$ cat config.mk
export PLATFORM = sky130hd
export DESIGN_NAME = grid_cell_max_gradient_select
export DESIGN_NICKNAME = d
export VERILOG_FILES = /design/src/rtl/gcmg_pkg.sv /design/src/rtl/grid_cell_max_gradient_select.sv /design/src/rtl/gcmg_ram.sv
export SDC_FILE = /design/constraint.sdc
export NUM_CORES = 2
export LEC_CHECK = 0
export ABC_AREA = 1
export BUFFER_PORTS_ARGS = -buffer_cell sky130_fd_sc_hd__buf_2
export CAP_MARGIN = 5
export CORE_ASPECT_RATIO = 0.75
export CORE_UTILIZATION = 50
export DETAILED_ROUTE_END_ITERATION = 6
export PLACE_DENSITY = 0.72
export SYNTH_ARGS = -nofsm -noshare
export SYNTH_HDL_FRONTEND = slang
export SYNTH_SLANG_ARGS = --single-unit
$ cat constraint.sdc
create_clock -name clk -period 8.8 [get_ports clk]
set_clock_uncertainty 0.05 [all_clocks]
set_input_delay 0.44 -clock clk [delete_from_list [all_inputs] [get_ports clk]]
set_output_delay 0.44 -clock clk [all_outputs]
set_load 0.05 [all_outputs]
$ cat src/rtl/gcmg_pkg.sv
package gcmg_pkg;

	localparam int MAX_CELL_COLS = 64;
	localparam int GRAD_BITS     = 16;
	localparam int COORD_BITS    = 12;
	localparam int SLOT_W        = (MAX_CELL_COLS > 1) ? $clog2(MAX_CELL_COLS) : 1;
	localparam int IN_CELL_W     = 8;
	localparam int CELL_ROW_W    = 12;
	localparam int CELL_COL_W    = 6;
	localparam int OUT_DEPTH     = 3;

	localparam logic [11:0] IMAGE_ROWS_RST = 12'd480;
	localparam logic [11:0] IMAGE_COLS_RST = 12'd640;
	localparam logic [7:0]  CELL_ROWS_RST  = 8'd32;
	localparam logic [7:0]  CELL_COLS_RST  = 8'd32;

	typedef enum logic [1:0] {
		REG_IMAGE_ROWS,
		REG_IMAGE_COLS,
		REG_CELL_ROWS,
		REG_CELL_COLS
	} cfg_reg_t;

	typedef struct packed {
		logic                 frame_start;
		logic [7:0]           mask_byte;
		logic [GRAD_BITS-1:0] gradient;
	} pix_t;

	typedef struct packed {
		logic [CELL_ROW_W-1:0] cell_row_index;
		logic [CELL_COL_W-1:0] cell_col_index;
		logic                  has_point;
		logic [COORD_BITS-1:0] best_row;
		logic [COORD_BITS-1:0] best_col;
		logic [GRAD_BITS-1:0]  best_gradient;
		logic                  frame_done;
	} cell_t;

	typedef struct packed {
		logic                  any;
		logic [GRAD_BITS-1:0]  max;
		logic [COORD_BITS-1:0] row;
		logic [COORD_BITS-1:0] col;
	} acc_t;

endpackage

$ cat src/rtl/grid_cell_max_gradient_select.sv
// Grid-cell maximum-gradient selector. Pixels enter in raster order, one per clock, and the
// block sustains one pixel per cycle. Each pixel updates the accumulator of its cell column,
// held in a 64-entry single-port-write RAM with a registered read: the read is issued when the
// pixel is taken, the merged entry is written back in the following cycle, and a pixel of the same
// cell column taken on that write edge gets the new entry by forwarding. A cell result is
// written into the output queue on the clock edge after the cell's last pixel is taken and is
// valid on the output after any earlier results. Results drain through a three-entry queue;
// the pixel side stalls only when that queue backs up. The user must write size registers only
// while the block is idle, which the block does not enforce; a value of zero acts as one.
module grid_cell_max_gradient_select (
	input  logic                          clk,
	input  logic                          arst_n,
	input  logic                          pix_valid,
	output logic                          pix_stall,
	input  gcmg_pkg::pix_t                pix,
	output logic                          cell_valid,
	input  logic                          cell_stall,
	output gcmg_pkg::cell_t               cell_data,
	input  logic                          cfg_valid,
	output logic                          cfg_ready,
	input  logic [1:0]                    cfg_index,
	input  logic [11:0]                   cfg_data
);

	localparam int SW = gcmg_pkg::SLOT_W;
	localparam int CW = gcmg_pkg::COORD_BITS;
	localparam int IW = gcmg_pkg::IN_CELL_W;
	localparam int RW = gcmg_pkg::CELL_ROW_W;

	logic [11:0] image_rows_q, image_cols_q;
	logic [7:0]  cell_rows_q, cell_cols_q;

	logic [CW-1:0] pix_row_q, pix_col_q;
	logic [IW-1:0] in_cell_row_q, in_cell_col_q;
	logic [SW-1:0] cur_cell_col_q;
	logic [RW-1:0] cur_cell_row_q;

	logic          s1_valid_q;
	logic          s1_first;
	logic          s1_emit;
	logic          s1_frame_end;
	logic [7:0]    s1_mask;
	logic [gcmg_pkg::GRAD_BITS-1:0] s1_grad;
	logic [CW-1:0] s1_row, s1_col;
	logic [SW-1:0] s1_slot;
	logic [RW-1:0] s1_cell_row;
	logic          s1_fwd;
	gcmg_pkg::acc_t s1_fwd_acc;

	logic          accept;
	logic          fs;
	logic [CW-1:0] r_row, r_col;
	logic [IW-1:0] r_icr, r_icc;
	logic [SW-1:0] r_ccol;
	logic [RW-1:0] r_crow;
	logic [11:0]   ir_m1, ic_m1;
	logic [7:0]    cr_m1, cc_m1;
	logic          row_end, col_end, ccl, crl, fend;

	gcmg_pkg::acc_t ram_rdata, old_acc, new_acc;
	gcmg_pkg::cell_t res;

	gcmg_pkg::cell_t fifo_q [gcmg_pkg::OUT_DEPTH];
	logic [1:0]      rd_ptr_q, wr_ptr_q, cnt_q;
	logic            push, pop;

	assign cfg_ready = 1'b1;

	always_ff @(posedge clk or negedge arst_n) begin
		if (!arst_n) begin
			image_rows_q <= gcmg_pkg::IMAGE_ROWS_RST;
			image_cols_q <= gcmg_pkg::IMAGE_COLS_RST;
			cell_rows_q  <= gcmg_pkg::CELL_ROWS_RST;
			cell_cols_q  <= gcmg_pkg::CELL_COLS_RST;
		end else if (cfg_valid && cfg_ready) begin
			unique case (gcmg_pkg::cfg_reg_t'(cfg_index))
				gcmg_pkg::REG_IMAGE_ROWS: image_rows_q <= cfg_data;
				gcmg_pkg::REG_IMAGE_COLS: image_cols_q <= cfg_data;
				gcmg_pkg::REG_CELL_ROWS:  cell_rows_q  <= cfg_data[7:0];
				gcmg_pkg::REG_CELL_COLS:  cell_cols_q  <= cfg_data[7:0];
				default: ;
			endcase
		end
	end

	// position tracking, frame_start clears before use
	assign accept = pix_valid && !pix_stall;
	assign fs     = pix.frame_start;
	assign r_row  = fs ? '0 : pix_row_q;
	assign r_col  = fs ? '0 : pix_col_q;
	assign r_icr  = fs ? '0 : in_cell_row_q;
	assign r_icc  = fs ? '0 : in_cell_col_q;
	assign r_ccol = fs ? '0 : cur_cell_col_q;
	assign r_crow = fs ? '0 : cur_cell_row_q;

	assign ir_m1 = (image_rows_q == '0) ? '0 : image_rows_q - 12'd1;
	assign ic_m1 = (image_cols_q == '0) ? '0 : image_cols_q - 12'd1;
	assign cr_m1 = (cell_rows_q == '0) ? '0 : cell_rows_q - 8'd1;
	assign cc_m1 = (cell_cols_q == '0) ? '0 : cell_cols_q - 8'd1;

	assign row_end = 12'(r_col) >= ic_m1;
	assign col_end = 12'(r_row) >= ir_m1;
	assign ccl     = row_end || (r_icc >= cc_m1);
	assign crl     = col_end || (r_icr >= cr_m1);
	assign fend    = row_end && col_end;

	always_ff @(posedge clk or negedge arst_n) begin
		if (!arst_n) begin
			pix_row_q      <= '0;
			pix_col_q      <= '0;
			in_cell_row_q  <= '0;
			in_cell_col_q  <= '0;
			cur_cell_col_q <= '0;
			cur_cell_row_q <= '0;
		end else if (accept) begin
			if (fend) begin
				pix_row_q      <= '0;
				pix_col_q      <= '0;
				in_cell_row_q  <= '0;
				in_cell_col_q  <= '0;
				cur_cell_col_q <= '0;
				cur_cell_row_q <= '0;
			end else if (row_end) begin
				pix_row_q      <= r_row + 1'b1;
				pix_col_q      <= '0;
				in_cell_col_q  <= '0;
				cur_cell_col_q <= '0;
				if (crl) begin
					in_cell_row_q  <= '0;
					cur_cell_row_q <= r_crow + 1'b1;
				end else begin
					in_cell_row_q  <= r_icr + 1'b1;
					cur_cell_row_q <= r_crow;
				end
			end else begin
				pix_row_q      <= r_row;
				pix_col_q      <= r_col + 1'b1;
				in_cell_row_q  <= r_icr;
				cur_cell_row_q <= r_crow;
				if (ccl) begin
					in_cell_col_q  <= '0;
					cur_cell_col_q <= (32'(r_ccol) == gcmg_pkg::MAX_CELL_COLS - 1) ?
						'0 : r_ccol + 1'b1;
				end else begin
					in_cell_col_q  <= r_icc + 1'b1;
					cur_cell_col_q <= r_ccol;
				end
			end
		end
	end

	always_ff @(posedge clk or negedge arst_n) begin
		if (!arst_n) begin
			s1_valid_q <= 1'b0;
		end else begin
			s1_valid_q <= accept;
		end
	end

	always_ff @(posedge clk) begin
		if (accept) begin
			s1_first     <= (r_icr == '0) && (r_icc == '0);
			s1_emit      <= ccl && crl;
			s1_frame_end <= fend;
			s1_mask      <= pix.mask_byte;
			s1_grad      <= pix.gradient;
			s1_row       <= r_row;
			s1_col       <= r_col;
			s1_slot      <= r_ccol;
			s1_cell_row  <= r_crow;
			s1_fwd       <= s1_valid_q && (s1_slot == r_ccol);
			s1_fwd_acc   <= new_acc;
		end
	end

	gcmg_ram #(
		.WIDTH($bits(gcmg_pkg::acc_t)),
		.DEPTH(gcmg_pkg::MAX_CELL_COLS)
	) u_acc_ram (
		.clk  (clk),
		.we   (s1_valid_q),
		.waddr(s1_slot),
		.wdata(new_acc),
		.raddr(r_ccol),
		.rdata(ram_rdata)
	);

	// read-modify-write of the cell accumulator
	always_comb begin
		old_acc = s1_fwd ? s1_fwd_acc : ram_rdata;
		new_acc = old_acc;
		if (s1_first) begin
			new_acc.any = s1_mask != '0;
			new_acc.max = s1_grad;
			new_acc.row = s1_row;
			new_acc.col = s1_col;
		end else begin
			if (s1_mask != '0) begin
				new_acc.any = 1'b1;
			end
			if (s1_grad > old_acc.max) begin
				new_acc.max = s1_grad;
				new_acc.row = s1_row;
				new_acc.col = s1_col;
			end
		end
	end

	always_comb begin
		res.cell_row_index = s1_cell_row;
		res.cell_col_index = gcmg_pkg::CELL_COL_W'(s1_slot);
		res.has_point      = new_acc.any;
		res.best_row       = new_acc.row;
		res.best_col       = new_acc.col;
		res.best_gradient  = new_acc.max;
		res.frame_done     = s1_frame_end;
	end

	// result queue
	assign push       = s1_valid_q && s1_emit;
	assign pop        = cell_valid && !cell_stall;
	assign cell_valid = cnt_q != '0;
	assign cell_data  = fifo_q[rd_ptr_q];
	assign pix_stall  = ({1'b0, cnt_q} + {2'b00, push}) >= 3'(gcmg_pkg::OUT_DEPTH);

	always_ff @(posedge clk or negedge arst_n) begin
		if (!arst_n) begin
			rd_ptr_q <= '0;
			wr_ptr_q <= '0;
			cnt_q    <= '0;
		end else begin
			if (push) begin
				wr_ptr_q <= (32'(wr_ptr_q) == gcmg_pkg::OUT_DEPTH - 1) ? '0 : wr_ptr_q + 1'b1;
			end
			if (pop) begin
				rd_ptr_q <= (32'(rd_ptr_q) == gcmg_pkg::OUT_DEPTH - 1) ? '0 : rd_ptr_q + 1'b1;
			end
			cnt_q <= cnt_q + {1'b0, push} - {1'b0, pop};
		end
	end

	always_ff @(posedge clk) begin
		if (push) begin
			fifo_q[wr_ptr_q] <= res;
		end
	end

	a_cnt_bound: assert property (@(posedge clk) disable iff (!arst_n)
		32'(cnt_q) <= gcmg_pkg::OUT_DEPTH)
		else $error("result queue overflow");

	a_push_room: assert property (@(posedge clk) disable iff (!arst_n)
		push |-> 32'(cnt_q) < gcmg_pkg::OUT_DEPTH)
		else $error("result pushed into full queue");

	a_frame_wrap: assert property (@(posedge clk) disable iff (!arst_n)
		(s1_valid_q && s1_frame_end) |->
			(pix_row_q == '0 && pix_col_q == '0 && cur_cell_row_q == '0))
		else $error("counters not cleared at frame end");

	a_fwd_src: assert property (@(posedge clk) disable iff (!arst_n)
		(s1_valid_q && s1_fwd) |-> $past(s1_valid_q))
		else $error("forward without preceding write");

endmodule

$ cat src/rtl/gcmg_ram.sv
module gcmg_ram #(
	parameter int WIDTH = 8,
	parameter int DEPTH = 64
) (
	input  logic                                          clk,
	input  logic                                          we,
	input  logic [((DEPTH > 1) ? $clog2(DEPTH) : 1)-1:0] waddr,
	input  logic [WIDTH-1:0]                              wdata,
	input  logic [((DEPTH > 1) ? $clog2(DEPTH) : 1)-1:0] raddr,
	output logic [WIDTH-1:0]                              rdata
);

	logic [WIDTH-1:0] mem_q [DEPTH];

	always_ff @(posedge clk) begin
		if (we) begin
			mem_q[waddr] <= wdata;
		end
		rdata <= mem_q[raddr];
	end

endmodule
# [Yosys cells after proc, flatten, opt, wreduce, memory -nomap -nowiden]
# Memory sizes are Yosys's and may differ from the RTL's. A register that Yosys moved wholly into a read port is not among the register bits.
# Index checks and enable logic that the tools add are counted.
[totals] reg_bits=216 mem_bits_rw=2804 out_inout_bits=63 n_memories=2 input_bits=44
[mem_list] name="u_acc_ram.mem_q" words=64 width=41 rd=1 rd_ports_with_merged_regs=1 wr=1 line="gcmg_ram.sv:13" text="logic [WIDTH-1:0] mem_q [DEPTH];"
[mem_list] name="fifo_q" words=3 width=60 rd=1 rd_ports_with_merged_regs=0 wr=1 line="grid_cell_max_gradient_select.sv:63" text="gcmg_pkg::cell_t fifo_q [gcmg_pkg::OUT_DEPTH];"
[classes] addsub=15 n_reduce_logical=24 n_lt_le_gt_ge=6 n_eq_ne=7 n_mux=37
[ops] cell="12-bit 2-to-1 mux" n=12
[ops] cell="41-bit 2-to-1 mux" n=2
[ops] cell="8-bit 2-to-1 mux" n=10
[ops] cell="40-bit 2-to-1 mux" n=1
[ops] cell="12-bit by 1-bit adder with 12-bit output, second input constant" n=3
[ops] cell="8-bit zero test" n=4
[ops] cell="6-bit 2-to-1 mux" n=5
[ops] cell="12-bit >= comparator" n=2
[ops] cell="12-bit zero test" n=2
[ops] cell="12-bit by 1-bit subtractor with 12-bit output, second input constant" n=2
[ops] cell="8-bit by 1-bit adder with 8-bit output, second input constant" n=2
[ops] cell="8-bit >= comparator" n=2
[ops] cell="16-bit greater-than comparator" n=1
[ops] cell="8-bit by 1-bit subtractor with 8-bit output, second input constant" n=2
[ops] cell="2-bit equality test, second input constant" n=4
[ops] cell="2-bit AND reduction" n=4
[ops] cell="8-bit nonzero test" n=1
[ops] cell="1-bit logical AND" n=7
[ops] cell="6-bit by 1-bit adder with 6-bit output, second input constant" n=1
[ops] cell="6-bit equality test" n=1
[ops] cell="6-bit equality test, second input constant" n=1
[ops] cell="1-bit 2-to-1 mux" n=5
[ops] cell="2-bit by 1-bit adder with 2-bit output, second input constant" n=2
[ops] cell="2-bit 2-to-1 mux" n=2
[ops] cell="9 further kinds" n=11

# [Logic depth before layout (Yosys ltp)]
[depth] ltp_word=7 depth_mapped=23 depth_no_buf=22

# [Hierarchy]
# A second synthesis with hierarchy kept.
[hier_totals] cells_unflattened=10568 area_unflattened_um2=125321.4
[modules_own_cells] module="gcmg_ram" area_each_um2=106004.2 instances=1 cells_each=8640 seq_area_each_um2=79616.4
[modules_own_cells] module="grid_cell_max_gradient_select" area_each_um2=19317.3 instances=1 cells_each=1928 seq_area_each_um2=11375.9

# [Least setup slack after synthesis]
# No wires, ideal clock.
[synth_path] path_type="reg-to-reg" startpoint="register s1_valid_q" endpoint="register s1_cell_row[0] (enable)" path_slack_ns=2.860 setup_time_ns=0.520 t_arrival_ns=5.370 path_stages_with_launch=10 t_required_ns=8.230 cell_sequence="dfrtp_1 nand2_1 inv_1 ha_1 ha_1 nand2_1 o21ai_0 nor2_1 clkbuf_1 clkbuf_1"
[synth_via] elab_chain_len=5
[synth_rtl] item="start: declaration" line="grid_cell_max_gradient_select.sv:38" text="logic s1_valid_q;"
[synth_rtl] item="start signal: assignment" line="grid_cell_max_gradient_select.sv:156" text="s1_valid_q <= accept;"
[synth_rtl] item="1-bit logical AND" line="grid_cell_max_gradient_select.sv:220" text="assign push = s1_valid_q && s1_emit;"
[synth_rtl] item="via push" line="grid_cell_max_gradient_select.sv:65" text="logic push, pop;"
[synth_rtl] item="2-bit by 1-bit adder with 3-bit output" line="grid_cell_max_gradient_select.sv:224" text="assign pix_stall = ({1'b0, cnt_q} + {2'b00, push}) >= 3'(gcmg_pkg::OUT_DEPTH);"
[synth_rtl] item="3-bit by 2-bit >= comparator with 1-bit output" line="grid_cell_max_gradient_select.sv:224"
[synth_rtl] item="via pix_stall" line="grid_cell_max_gradient_select.sv:14" text="output logic pix_stall,"
[synth_rtl] item="1-bit zero test" line="grid_cell_max_gradient_select.sv:87" text="assign accept = pix_valid && !pix_stall;"
[synth_rtl] item="1-bit logical AND" line="grid_cell_max_gradient_select.sv:87"
[synth_rtl] item="via accept" line="grid_cell_max_gradient_select.sv:50" text="logic accept;"
[synth_rtl] item="end signal: assignment" line="grid_cell_max_gradient_select.sv:170" text="s1_cell_row <= r_crow;"
[synth_rtl] item="end: declaration" line="grid_cell_max_gradient_select.sv:46" text="logic [RW-1:0] s1_cell_row;"
# The timed path passes the listed nets, and every way through them passes these cells.
# A chain may end at the register's enable or synchronous reset.

==> run metrics <==
placer congestion estimate 0.882; commonest cells in the netlist edfxtp_1, nor2_1, o21ai_0, nand2_1, inv_1; die height 436 um; IO Count 107; Clock Path Buffers 4; WL/cell 26.6 um; CTS resizes 0; WS Path Type reg2reg; Post-synth top flop edfxtp_1; Die ar. 253000 um2; VDD IR-drop max 332 uV; dpl hpwl 186000 um; area share of the largest cell type after synthesis 69.8%; die width 580 um; CP cell instances buf_4 > nand2_1 > nand2_1 > ha_1 > inv_1 > a21oi_1 > o21ai_0 > nand2_1 > nand2_1 > nand2_1 > nand2_1 > nand2_1 > nand2_4 > buf_4 > o21ai_4 > buf_4; r2r startpoint s1_fwd; pin count of the biggest net entering global routing 240; CP max-delay cell edfxtp_1; wire length on met2 158000 um; Core Area 248000 um2; P_leak 0.0489 uW; Placed Area 130000 um2; Post-synth EDFFs 2915; Final Cycle Share 61.8%; clk slew on worst S/H paths 0.06 ns; # nets final 10447; Fin. Hold Viols 0; vias per cell 6.17; syn_nets 10461; initial antenna violation count 15; final instance area 139000 um2; Avg Inst Size Synth 12.1 um2; Num Clock Sinks 3061; storage element area 91000 um2; ranking of synthesized cells by area edfxtp_1, nor2_1, o21ai_0, o211ai_1, nand2_1; Crit path top cell by count nand2_1; Tmin final 5.44 ns; sequential area share after synthesis 72.6%; Slew @ Worst Pin 1.34 ns; Yosys reg bits 3061; worst r2r path cells 16; WL met3 54800 um; biggest cell delay along the critical path 1.03 ns; FF-to-FF setup slack 3.36 ns; max-cap viol count 0; fraction of layout cells with a size suffix above 1 7.88%; Multi-input gate area 29500 um2; CP endpoint kind register; post-synthesis instance total 10342; fillers 19220; drt drc 0; final wirelength 367000 um; CP Max Fanout 46; TritonCTS clock tree built; Power Density 328 nW/um2; H-tree depth 5; GRT Resource Usage Total 28.3%; synth warn 0; vias in the first global route 80019; Iter 0 DRT Violations 13530; DR top layer met5; IO Port Bufs 105; reg-to-reg critical path endpoint u_acc_ram.mem_q[30][10]; Post-Place Worst Slack 3.55 ns; Final WS setup 3.36 ns; fmax 184 MHz; asr flop ratio synth 3.43%; Num CTS Buffers 279; dominant cell by count in the synthesized netlist edfxtp_1; row cnt 158; Syn-to-layout area delta 10.8%; crit path DAT 6.01 ns; First-pass DRT Iterations 6; Critical Path RT 9.37 ns; Worst setup SP type register; wire length on met1 139000 um; final setup TNS 0 ns; post-synth top area cell edfxtp_1; Initial Util 50.5%; Congestion Overflow GR 0; ANT nets after route 0; first-pass GRT wire length 527000 um; final core occ 56.0%; Root Driver clkbuf_16; Mapped Area 125000 um2; count of unique library cells instantiated by Yosys 42; Hold Path Class in2async; Setup violations, final 0; Via Count 85318; Max-slew headroom 10.9%; status finished, final reports clean; Final Slew Violations 0; RSZ-0062 raised after global routing false; worst-skew pair later-pin latency 0.86 ns
[sequential cells by signal (all words and copies together), names as in the netlist, 16 cells and up]
register         count
u_acc_ram.mem_q   2624
fifo_q             180
s1_fwd_acc          41
u_acc_ram.rdata     41
s1_grad             16
[metal layers]
| metal | GRT usage [%] | vias to the layer above |
|---|---|---|
| met5 | 0 | - |
| met4 | 11.4 | 10 |
| met3 | 7.94 | 946 |
| met2 | 41.7 | 6237 |
| met1 | 39.8 | 41351 |
| li1 | - | 36774 |
[cell usage in the layout, fill, tap and decap left out, drive strengths merged, types with 12 or more instances in the layout]
cell	synthesis	final
edfxtp	2915	2915
nor2	1648	1648
o21ai	1487	1487
nand2	950	950
inv	776	788
nand3	632	632
o211ai	512	512
a21oi	358	358
clkbuf	365	344
buf	274	306
clkinv	3	104
dfrtp	97	97
ha	75	75
dfxtp	41	41
mux2i	39	39
dlygate4sd3	0	38
nand4	35	35
xor2	29	29
bufinv	0	20
nor3	19	19
o22ai	18	18
nor4	17	17
diode	0	16
xnor2	14	14
or2	12	12
[critical path: cells and delay by family (launching register included)]
kind	cells	cell delay [ns]
compound gates	3	1.02
fa+ha+maj	1	0.15
buf+inv	4	1.71
flops	1	1.03
simple gates	8	1.11
[repair_timing]
action	in CTS	in global routing
hold buffers	38	0
endpoints found under the setup margin	0	0
endpoints found under the hold margin	104	0
setup buffers	0	0
[kinds of logic (layout without fill, tap and decap cells)]
family                     Yosys count  count (layout)  share of synthesized area, %
muxes                               39              39                         0.312
xor gates and xnor gates            43              43                         0.301
and+or+nand+nor                   3316            3316                          10.7
adders and majority gates           75              75                         0.749
other                                1              17                       0.00299
buffers and inverters             1418            1608                          4.68
DFF                               3061            3061                          72.6
AOI/OAI and AO/OA                 2389            2389                          10.6
[stage by stage]
| stage | instances | power [uW] | hold slack (ns) |
|---|---|---|---|
| detailed placement | 13288 | 33500 | 0.396 |
| global placement | 13288 | 33100 | 0.391 |
| finish | 13828 | 45600 | 0.0565 |
| CTS | 13811 | 45200 | 0.0309 |
| global route | 13812 | 47000 | 0.0704 |
| floorplan | 10342 | 29000 | 0.0944 |
[power breakdown]
part / total (uW) / switching (uW) / internal [uW]
logic: 12800 / 10300 / 2520
registers: 20900 / 456 / 20400
clock network: 11900 / 5290 / 6620
total: 45600 / 16000 / 29500
[worst max path at each step]
stage	startpoint	end	slack [ns]	cells after the start
global placement	s1_fwd	u_acc_ram.mem_q[21][10]	3.57	16
finish	s1_fwd	u_acc_ram.mem_q[30][10]	3.36	16
CTS	s1_fwd	u_acc_ram.mem_q[40][7]	3.52	16
floorplan	s1_valid_q	s1_cell_row[0]	2.86	9
detailed placement	s1_fwd	u_acc_ram.mem_q[32][7]	3.55	16
global route	s1_fwd	u_acc_ram.mem_q[38][5]	3.21	16
[cell type report]
type | count | share of cell area (%)
multi-input combinational | 5863 | 21.2
tap | 3280 | 2.96
inverter | 779 | 2.14
clock inverter | 141 | 0.896
sequential | 3061 | 65.5
clock buffer | 344 | 5.36
antenna | 16 | 0.0288
timing repair buffer | 344 | 1.88
No activity file was read; power rests on OpenSTA's default activity.
